## src/rtl/arc_pkg.sv

```systemverilog
// ----------------------------------------------------------------------------
// arc_pkg
// Shared types and constants for the address resolution cache.
// ----------------------------------------------------------------------------
package arc_pkg;

    localparam int ENTRIES = 128;
    localparam int IDX_W   = $clog2(ENTRIES);
    localparam int CNT_W   = $clog2(ENTRIES + 1);
    localparam int IP_W    = 32;
    localparam int MAC_W   = 48;

    typedef enum logic
    {
        ACT_ADD    = 1'b0,
        ACT_LOOKUP = 1'b1
    } action_t;

    typedef enum logic [1:0]
    {
        ST_IDLE,
        ST_EXEC,
        ST_SCAN,
        ST_FINISH
    } arc_state_t;

    typedef struct packed
    {
        logic capture;
        logic write_entry;
        logic scan_clear;
        logic scan_issue;
        logic res_hit;
        logic res_miss;
        logic out_load;
    } arc_cmd_t;

    typedef struct packed
    {
        action_t action;
        logic    match;
        logic    scan_done;
        logic    rd_pending;
        logic    out_free;
    } arc_status_t;

endpackage

```

## src/rtl/arc_ctrl.sv

```systemverilog
// ----------------------------------------------------------------------------
// arc_ctrl
// Controller state machine: accepts a transaction, runs an add or a lookup
// scan, and hands the result to the output register.
// ----------------------------------------------------------------------------
module arc_ctrl
    import arc_pkg::*;
(
    input  logic        clk,
    input  logic        rst_n,
    input  logic        in_valid,
    output logic        in_stall,
    input  arc_status_t status,
    output arc_cmd_t    cmd
);

    arc_state_t state_reg;
    arc_state_t state_next;

    always_ff @(posedge clk or negedge rst_n)
    begin
        if (!rst_n)
        begin
            state_reg <= ST_IDLE;
        end
        else
        begin
            state_reg <= state_next;
        end
    end

    always_comb
    begin
        cmd        = '0;
        state_next = state_reg;
        in_stall   = 1'b1;
        unique case (state_reg)
            ST_IDLE:
            begin
                in_stall = 1'b0;
                if (in_valid)
                begin
                    cmd.capture = 1'b1;
                    state_next  = ST_EXEC;
                end
            end
            ST_EXEC:
            begin
                if (status.action == ACT_ADD)
                begin
                    cmd.write_entry = 1'b1;
                    cmd.res_miss    = 1'b1;
                    state_next      = ST_FINISH;
                end
                else
                begin
                    cmd.scan_clear = 1'b1;
                    state_next     = ST_SCAN;
                end
            end
            ST_SCAN:
            begin
                // The compare sees the entry read in the previous cycle, so the
                // first match found is always the lowest index.
                if (status.match)
                begin
                    cmd.res_hit = 1'b1;
                    state_next  = ST_FINISH;
                end
                else if (status.scan_done)
                begin
                    if (!status.rd_pending)
                    begin
                        cmd.res_miss = 1'b1;
                        state_next   = ST_FINISH;
                    end
                end
                else
                begin
                    cmd.scan_issue = 1'b1;
                end
            end
            ST_FINISH:
            begin
                if (status.out_free)
                begin
                    cmd.out_load = 1'b1;
                    state_next   = ST_IDLE;
                end
            end
            default:
            begin
                state_next = ST_IDLE;
            end
        endcase
    end

    a_load_only_when_free: assert property (@(posedge clk) disable iff (!rst_n)
        cmd.out_load |-> status.out_free)
        else $error("result loaded while the output register is still held");

    a_issue_not_past_end: assert property (@(posedge clk) disable iff (!rst_n)
        cmd.scan_issue |-> !status.scan_done)
        else $error("read issued beyond the last entry");

    a_accept_leads_to_exec: assert property (@(posedge clk) disable iff (!rst_n)
        cmd.capture |=> state_reg == ST_EXEC)
        else $error("accepted transaction was not executed");

endmodule

```

## config.mk

```make
export PLATFORM = sky130hd
export DESIGN_NAME = arc_ctrl
export DESIGN_NICKNAME = d
export VERILOG_FILES = /design/src/rtl/arc_pkg.sv /design/src/rtl/arc_ctrl.sv
export SDC_FILE = /design/constraint.sdc
export NUM_CORES = 1
export LEC_CHECK = 0
export ABC_AREA = 0
export ABC_CLOCK_PERIOD_IN_PS = 1700
export BUFFER_PORTS_ARGS = -buffer_cell sky130_fd_sc_hd__buf_2
export CAP_MARGIN = 20
export CORE_AREA = 4 4 41 43
export CTS_CLUSTER_DIAMETER = 60
export DETAILED_ROUTE_END_ITERATION = 6
export DIE_AREA = 0 0 45 47
export PLACE_DENSITY = 0.55
export SLEW_MARGIN = 20
export SYNTH_ARGS = -nofsm -noshare
export SYNTH_HDL_FRONTEND = slang
export SYNTH_SLANG_ARGS = --single-unit
export TNS_END_PERCENT = 30
```

## constraint.sdc

```tcl
create_clock -name clk -period 1.7 [get_ports clk]
set_input_delay 0 -clock clk [delete_from_list [all_inputs] [get_ports clk]]
set_output_delay 0 -clock clk [all_outputs]
set_load 0.05 [all_outputs]
```

==> results of run 1 <==
-- final timing paths --
check                             start  cells past startpoint  slack [ns]           end
max                        state_reg[0]                      5        0.14  state_reg[1]
min in group clk              status[4]                      4        0.19  state_reg[0]
min reg2reg                state_reg[1]                      1        0.60  state_reg[1]
max reg2reg                state_reg[0]                      5        0.14  state_reg[1]
max in group asynchronous         rst_n                      2        1.52  state_reg[1]
min                               rst_n                      2        0.08  state_reg[0]
-- what timing repair did --
item,4_1_cts,5_1_grt
hold buffers,1,0
hold endpoints to repair,2,0
endpoints found under the setup margin,0,1
-- critical path, stage by stage, from the launching register on --
cell      delay (ns)
dfrtp_1         0.38
inv_1           0.11
ha_1            0.23
nor2b_4         0.14
a211oi_2        0.21
mux2_2          0.36
-- stage by stage --
stage          utilization (%)  worst slack (ns)  hold slack, ns  std cells  total power [mW]
2_1_floorplan                -            0.0487          -0.296         29             0.596
3_3_place_gp              29.6            0.0970          -0.213         59             0.703
3_5_place_dp              29.6            0.0922          -0.212         59             0.706
4_1_cts                   32.1            0.0806          0.0832         63             0.821
5_1_grt                   32.1            0.0240           0.114         63             0.877
6_report                  32.1             0.140          0.0847         63             0.807
-- placed cells by master, fill, tap and decap left out, types with 2 or more instances in the layout --
master    count
nor2b_2       2
buf_2        15
ha_1          5
nor2_1        3
clkbuf_4      3
dfrtp_1       2
inv_1         3
and2_1        4
-- power by group through the flow --
stage	Sequential, mW	Combinational, mW	Clock, mW
finish	0.104	0.597	0.106
global route	0.112	0.651	0.115
CTS	0.105	0.605	0.111
detailed placement	0.105	0.601	0
global placement	0.107	0.596	0
floorplan	0.0986	0.498	0
-- logic make-up after synthesis --
group                    share of synthesized area, %
AND/OR/NAND/NOR                                  33.8
AO/OA/AOI/OAI                                    19.5
multiplexers                                     3.90
adder cells (fa/ha/maj)                          21.6
buffers and inverters                            3.90
flip-flops                                       17.3
-- metal layers --
| metal | global-route usage, % | wire length [um] |
|---|---|---|
| met5 | 0 | 0 |
| met3 | 1.15 | 51 |
| met4 | 5.26 | 11 |
| met1 | 6.59 | 220 |
| met2 | 10.2 | 247 |
-- layout make-up --
type / count / share of cell area, %
sequential: 2 / 12.0
tap: 15 / 4.49
multi-input combinational: 24 / 55.1
inverter: 3 / 2.69
clock buffer: 3 / 5.39
timing repair buffer: 16 / 20.4
==> results.yml, run 1 <==
final_layout:
  drive_gt1_share_pct: 52.1
  multi_input_area_sq_um: 230
  largest_reg_flops: 2
  syn_to_final_growth_pct: 44.6
  nets: 63
  regArea_sq_um: 50.0
  stdcell_area_sq_um: 418
  fillers: 145
  antenna_cells: 0
power:
  max-vdd-ir-drop_v: 0.000791
  swShare_pct: 53.0
  power.net_switching_uw: 428
  p_per_area_mw_per_mm2: 1930
  p_leak_nw: 0.221
  power.clock.fraction_pct: 13.1
  internal_power_uw: 379
  p_seq_share_pct: 12.9
  combPwrFrac_pct: 73.9
timing:
  finalCritPeriodShare_pct: 91.7
  worst_pin_slew_ns: 0.251
  hold_violations: 0
  finClkSkew_ns: 0.00319
  tns_ns: 0
  period_minus_slack_ns: 1.56
  setup_viol: 0
  timing.slew.headroom_pct: 83.4
  rsz0062_at_grt: "false"
  max_freq_ghz: 0.641
  drv_slew: 0
status:
  status: "complete, no violations"
die:
  rows: 13
  io_pins: 16
  dieArea_sq_mm: 0.00212
  die_h_um: 47
  chipWidth_um: 45
  start_util_pct: 22.2
  fp.coreArea_sq_mm: 0.00130
clock_network:
  clock_latency_ns: 0.23
  clk_pin_slew_worst_paths_ns: 0.03
  cts_sinks: 2
  clockBufferDepth: 2
  cts_tree: "built"
  cts_resized: 0
  cts_max_level: 1
  cts_made_buffers: 3
  post-cts-setup-buffers: 0
  root_buffer: "clkbuf_4"
synthesis:
  synth_cells: 29
  synth.yosys.warnings: 0
  syn_nets: 42
  yosys.cell_count.top_type: "ha_1"
  synth_area_per_cell_sq_um: 9.97
  synth-seq-cells: 2
  synth_cell_types: 17
  yosysTopAreaCell: "ha_1"
  ys_top_cells_by_count: "ha_1 (5), and2_1 (4), inv_1 (3), nor2_1 (3), dfrtp_1 (2)"
  yosysSeqAreaShare_pct: 17.3
  synth_edf_count: 0
  ys.flop_type: "dfrtp_1"
  synthArstFlopShare_pct: 100
  synth.cell_area_sq_um: 289
  synth_area_leaders: "ha_1 (22%), dfrtp_1 (17%), a2111oi_4 (9.5%)"
  synth_top_area_share_pct: 21.6
place:
  place_area_sq_um: 385
  dpl.hpwl_um: 466
  routabilityCongestion: 0.727
  portBuffers: 15
grt:
  grt_pass1_wl_um: 931
  grt_use_total_pct: 6.08
  antenna_found_initial: 0
  grt_overflow: 0
  first_global_vias: 248
  grt_max_degree: 6
worst_setup_path:
  critical_path_arrival_ns: 1.66
  startpoint_type: "flop"
  required_ns: 1.80
  crit_fanout: 4
  crit_path_end_kind: "flop"
  worstSetupPathType: "flop to flop"
drt:
  detail_route.first_pass.iterations: 2
  wl_um: 532
  wl_per_cell_um: 8.44
  vias: 250
  route.detailed.drc: 0
  antenna_left: 0
  vias_per_cell: 3.97
  drt_iter0_drc: 2
run:
  cap_violations: 0
min_path:
  hold_path_class: "input port to asynchronous set/reset pin"
Note: power is estimated with default switching activity, not from simulation.
==> run 2: changes to the inputs <==
==> constraint.sdc (replaced) <==
create_clock -name clk -period 1.7 [get_ports clk]
set_input_delay 0.085 -clock clk [delete_from_list [all_inputs] [get_ports clk]]
set_output_delay 0.085 -clock clk [all_outputs]
set_load 0.05 [all_outputs]
==> results.yml, run 2 (same netlist as run 1, synthesis figures left out) <==
status:
  status: "complete, no violations"
final_layout:
  drive_gt1_share_pct: 56.3
  nets: 63
  multi_input_area_sq_um: 231
  layout_commonest_cell: "buf_2"
  instances_no_fill: 63
  fillers: 149
  antenna_cells: 0
  regArea_sq_um: 50.0
  stdcell_area_sq_um: 422
  largest_reg_flops: 2
  layout_common_cells: "buf_2 (14), ha_1 (5), and2_1 (4), clkbuf_4 (4), nor2_1 (3)"
  syn_to_final_growth_pct: 45.9
drt:
  route.met3.wl_um: 47
  detail_route.first_pass.iterations: 2
  antenna_left: 0
  vias_per_cell: 3.98
  top_layer_used: "met3"
  met1_length_um: 216
  drt_iter0_drc: 2
  wl_per_cell_um: 8.67
  wl_um: 546
  met2_length_um: 283
  route.detailed.drc: 0
  vias: 251
grt:
  grt_use_total_pct: 5.85
  grt_pass1_wl_um: 869
  antenna_found_initial: 0
  grt_overflow: 0
  first_global_vias: 239
  grt_max_degree: 6
power:
  p_per_area_mw_per_mm2: 1940
  power.total_uw: 818
  max-vdd-ir-drop_v: 0.000674
  p_leak_nw: 0.220
timing:
  timing.slew.headroom_pct: 83.2
  period_minus_slack_ns: 1.57
  setup_viol: 0
  timing.hold.ws_ns: 0.175
  tns_ns: 0
  worst_pin_slew_ns: 0.253
  max_freq_ghz: 0.638
  rsz0062_at_grt: "false"
  finClkSkew_ns: 0.00306
  finalCritPeriodShare_pct: 92.3
  drv_slew: 0
  hold_violations: 0
place:
  dp.cells: 59
  routabilityCongestion: 0.696
  place_area_sq_um: 387
  portBuffers: 15
clock_network:
  root_buffer: "clkbuf_4"
  cts_tree: "built"
  clk_pin_slew_worst_paths_ns: 0.03
  cts_max_level: 1
  cts_made_buffers: 3
  cts_sinks: 2
  clock_latency_ns: 0.22
  clockBufferDepth: 2
worst_setup_path:
  crit_path_end_kind: "primary output"
  critical_path_arrival_ns: 1.48
  rrSetupSlack_ns: 0.14
  worstSetupPathType: "flop to primary output"
  required_ns: 1.62
  startpoint_type: "flop"
  crit_fanout: 5
die:
  chipWidth_um: 45
  rows: 13
  start_util_pct: 22.2
  die_h_um: 47
  dieArea_sq_mm: 0.00212
  fp.coreArea_sq_mm: 0.00130
  io_pins: 16
min_path:
  hold_path_class: "input port to asynchronous set/reset pin"
run:
  cap_violations: 0
run 2: worst max-delay path, cell delays in order (launching register included):
cell	delay, ns
dfrtp_1	0.39
inv_1	0.10
ha_1	0.19
nor2b_2	0.17
o21a_2	0.20
clkbuf_4	0.20
run 2: final cells by class:
cell class / instances / area share, %
Multi-Input combinational cell: 24 / 54.9
Tap cell: 15 / 4.45
Timing Repair Buffer: 16 / 20.8
Clock buffer: 3 / 5.34
Inverter: 3 / 2.67
Sequential cell: 2 / 11.9
run 2: metrics by stage:
step	worst slack, ns	util (%)
floorplan	0.0773	-
global placement	0.0942	29.7
detailed placement	0.0763	29.7
CTS	0.0747	32.2
global route	0.0272	32.4
finish	0.131	32.4
run 2: layer usage:
| layer | GRT usage [%] | vias to the layer above |
|---|---|---|
| met5 | 0 | - |
| met4 | 5.26 | 0 |
| met3 | 1.15 | 0 |
| met2 | 9.60 | 8 |
| met1 | 6.36 | 109 |
| li1 | - | 134 |
run 2: path summary, 6_finish.rpt:
path	depth (start not counted)	end	start
worst max-delay path	5	cmd[1]	state_reg[1]
worst min-delay path	2	state_reg[1]	rst_n
worst max register to register	5	state_reg[1]	state_reg[1]
worst min register to register	1	state_reg[1]	state_reg[1]
max in group asynchronous	2	state_reg[0]	rst_n
min in group clk	4	state_reg[0]	status[4]
run 2: power breakdown:
group	internal (mW)	total, mW	switching (mW)	leakage (nW)
combinational	0.233	0.608	0.375	0.184
sequential	0.0756	0.107	0.0310	0.0230
clock	0.0778	0.104	0.0263	0.0138
run 2: what timing repair did:
item,CTS,global route
endpoints found under the setup margin,0,2
endpoints found under the hold margin,2,0
gates resized for setup,0,2
buffers inserted,0,0
hold buffers,1,0
==> run 3: changes to the inputs <==
==> constraint.sdc (replaced) <==
create_clock -name clk -period 1.7 [get_ports clk]
set_input_delay 0.17 -clock clk [delete_from_list [all_inputs] [get_ports clk]]
set_output_delay 0.17 -clock clk [all_outputs]
set_load 0.05 [all_outputs]
==> results.yml, run 3 (same netlist as run 1, synthesis figures left out) <==
status:
  status: "complete, no violations"
final_layout:
  nets: 63
  final_core_util_pct: 33.5
  drive_gt1_share_pct: 60.4
  regArea_sq_um: 50.0
  multi_input_area_sq_um: 241
  fillers: 141
  syn_to_final_growth_pct: 50.6
  largest_reg_flops: 2
  antenna_cells: 0
  layout_commonest_cell: "buf_2"
  layout_common_cells: "buf_2 (14), and2_1 (4), ha_1 (4), clkbuf_4 (3)"
die:
  start_util_pct: 22.2
  dieArea_sq_mm: 0.00212
  io_pins: 16
  die_h_um: 47
  rows: 13
  chipWidth_um: 45
  fp.coreArea_sq_mm: 0.00130
timing:
  worst_pin_slew_ns: 0.250
  tns_ns: 0
  period_minus_slack_ns: 1.58
  timing.hold.ws_ns: 0.249
  finalCritPeriodShare_pct: 93.1
  rsz0062_at_grt: "false"
  finClkSkew_ns: 0.00140
  max_freq_ghz: 0.632
  drv_slew: 0
  setup_viol: 0
  hold_violations: 0
  fin_ws_ns: 0.117
  timing.slew.headroom_pct: 83.5
power:
  swShare_pct: 52.3
  p_leak_nw: 0.222
  p_per_area_mw_per_mm2: 1930
  internal_power_uw: 401
  power.net_switching_uw: 439
  combPwrFrac_pct: 74.8
  power.clock.fraction_pct: 12.6
  max-vdd-ir-drop_v: 0.000742
  p_seq_share_pct: 12.6
grt:
  grt_use_total_pct: 6.80
  first_global_vias: 272
  grt_pass1_wl_um: 993
  grt_max_degree: 6
  grt_overflow: 0
  antenna_found_initial: 0
clock_network:
  root_buffer: "clkbuf_4"
  clk_pin_slew_worst_paths_ns: 0.03
  cts_tree: "built"
  cts_made_buffers: 3
  post-cts-setup-buffers: 0
  clockBufferDepth: 2
  clock_latency_ns: 0.22
  cts_max_level: 1
  cts_sinks: 2
drt:
  vias: 266
  wl_per_cell_um: 9.10
  drt_iter0_drc: 1
  detail_route.first_pass.iterations: 4
  wl_um: 573
  route.detailed.drc: 0
  vias_per_cell: 4.22
  antenna_left: 0
worst_setup_path:
  slowest_delay_ns: 0.40
  worstPathCellList: "inv_2, ha_2, nand2b_1, nor2_2, o21a_2, buf_6"
  required_ns: 1.53
  startpoint_type: "flop"
  critPathLaunch: "state_reg[0]"
  crit_slowest_cell: "dfrtp_1"
  critical_path_arrival_ns: 1.41
  rr_startpoint: "state_reg[1]"
  crit_fanout: 4
  worstSetupPathType: "flop to primary output"
  crit_path_end_kind: "primary output"
place:
  routabilityCongestion: 0.769
  portBuffers: 15
  place_ws_ns: 0.0859
  dpl.hpwl_um: 485
min_path:
  hold_path_class: "input port to asynchronous set/reset pin"
run:
  cap_violations: 0
run 3: final timing paths:
path	cells after the start	slack, ns	end
setup / recovery	6	0.12	cmd[1]
hold / removal	2	0.25	state_reg[1]
setup reg to reg	5	0.13	state_reg[1]
hold reg to reg	1	0.60	state_reg[1]
max in group asynchronous	2	1.36	state_reg[0]
min in group clk	4	0.38	state_reg[0]
run 3: layout make-up:
class                      instances  share of cell area (%)
timing repair buffer              16                    21.0
inverter                           3                    2.59
clock buffer                       3                    5.17
sequential                         2                    11.5
tap                               15                    4.31
multi-input combinational         24                    55.5
run 3: power groups by stage:
| stage | sequential [mW] | clock [mW] | combinational [mW] |
|---|---|---|---|
| floorplan | 0.0986 | 0 | 0.508 |
| global placement | 0.106 | 0 | 0.615 |
| detailed placement | 0.105 | 0 | 0.616 |
| CTS | 0.104 | 0.115 | 0.625 |
| global route | 0.114 | 0.116 | 0.690 |
| finish | 0.106 | 0.106 | 0.628 |
run 3: repair_timing:
| item | in CTS | in global routing |
|---|---|---|
| cloned | 0 | 0 |
| hold endpoints to repair | 2 | 0 |
| gates resized for setup | 1 | 4 |
| hold buffers | 1 | 0 |
| setup endpoints to repair | 1 | 2 |
| pin swaps | 0 | 1 |
run 3: through the flow:
step,area [sq um],std cells,power [mW]
2_1_floorplan,298,29,0.607
3_3_place_gp,392,59,0.721
3_5_place_dp,392,59,0.721
4_1_cts,427,63,0.844
5_1_grt,435,63,0.919
6_report,435,63,0.840
run 3: critical path, delay by kind of cell, from the launching register on:
family / cells / cell delay (ns)
compound gates: 1 / 0.13
fa+ha+maj: 1 / 0.20
flops: 1 / 0.40
simple gates: 2 / 0.21
buf+inv: 2 / 0.25
run 3: layer usage:
| layer | wire length (um) | share of wire, % | track usage [%] | vias to the layer above |
|---|---|---|---|---|
| met2 | 295 | 51 | 11.9 | 9 |
| met4 | 17 | 3.0 | 7.02 | 0 |
| met1 | 227 | 40 | 7.29 | 120 |
| met5 | 0 | 0 | 0 | - |
| met3 | 32 | 5.6 | 0 | 2 |
| li1 | - | - | - | 135 |
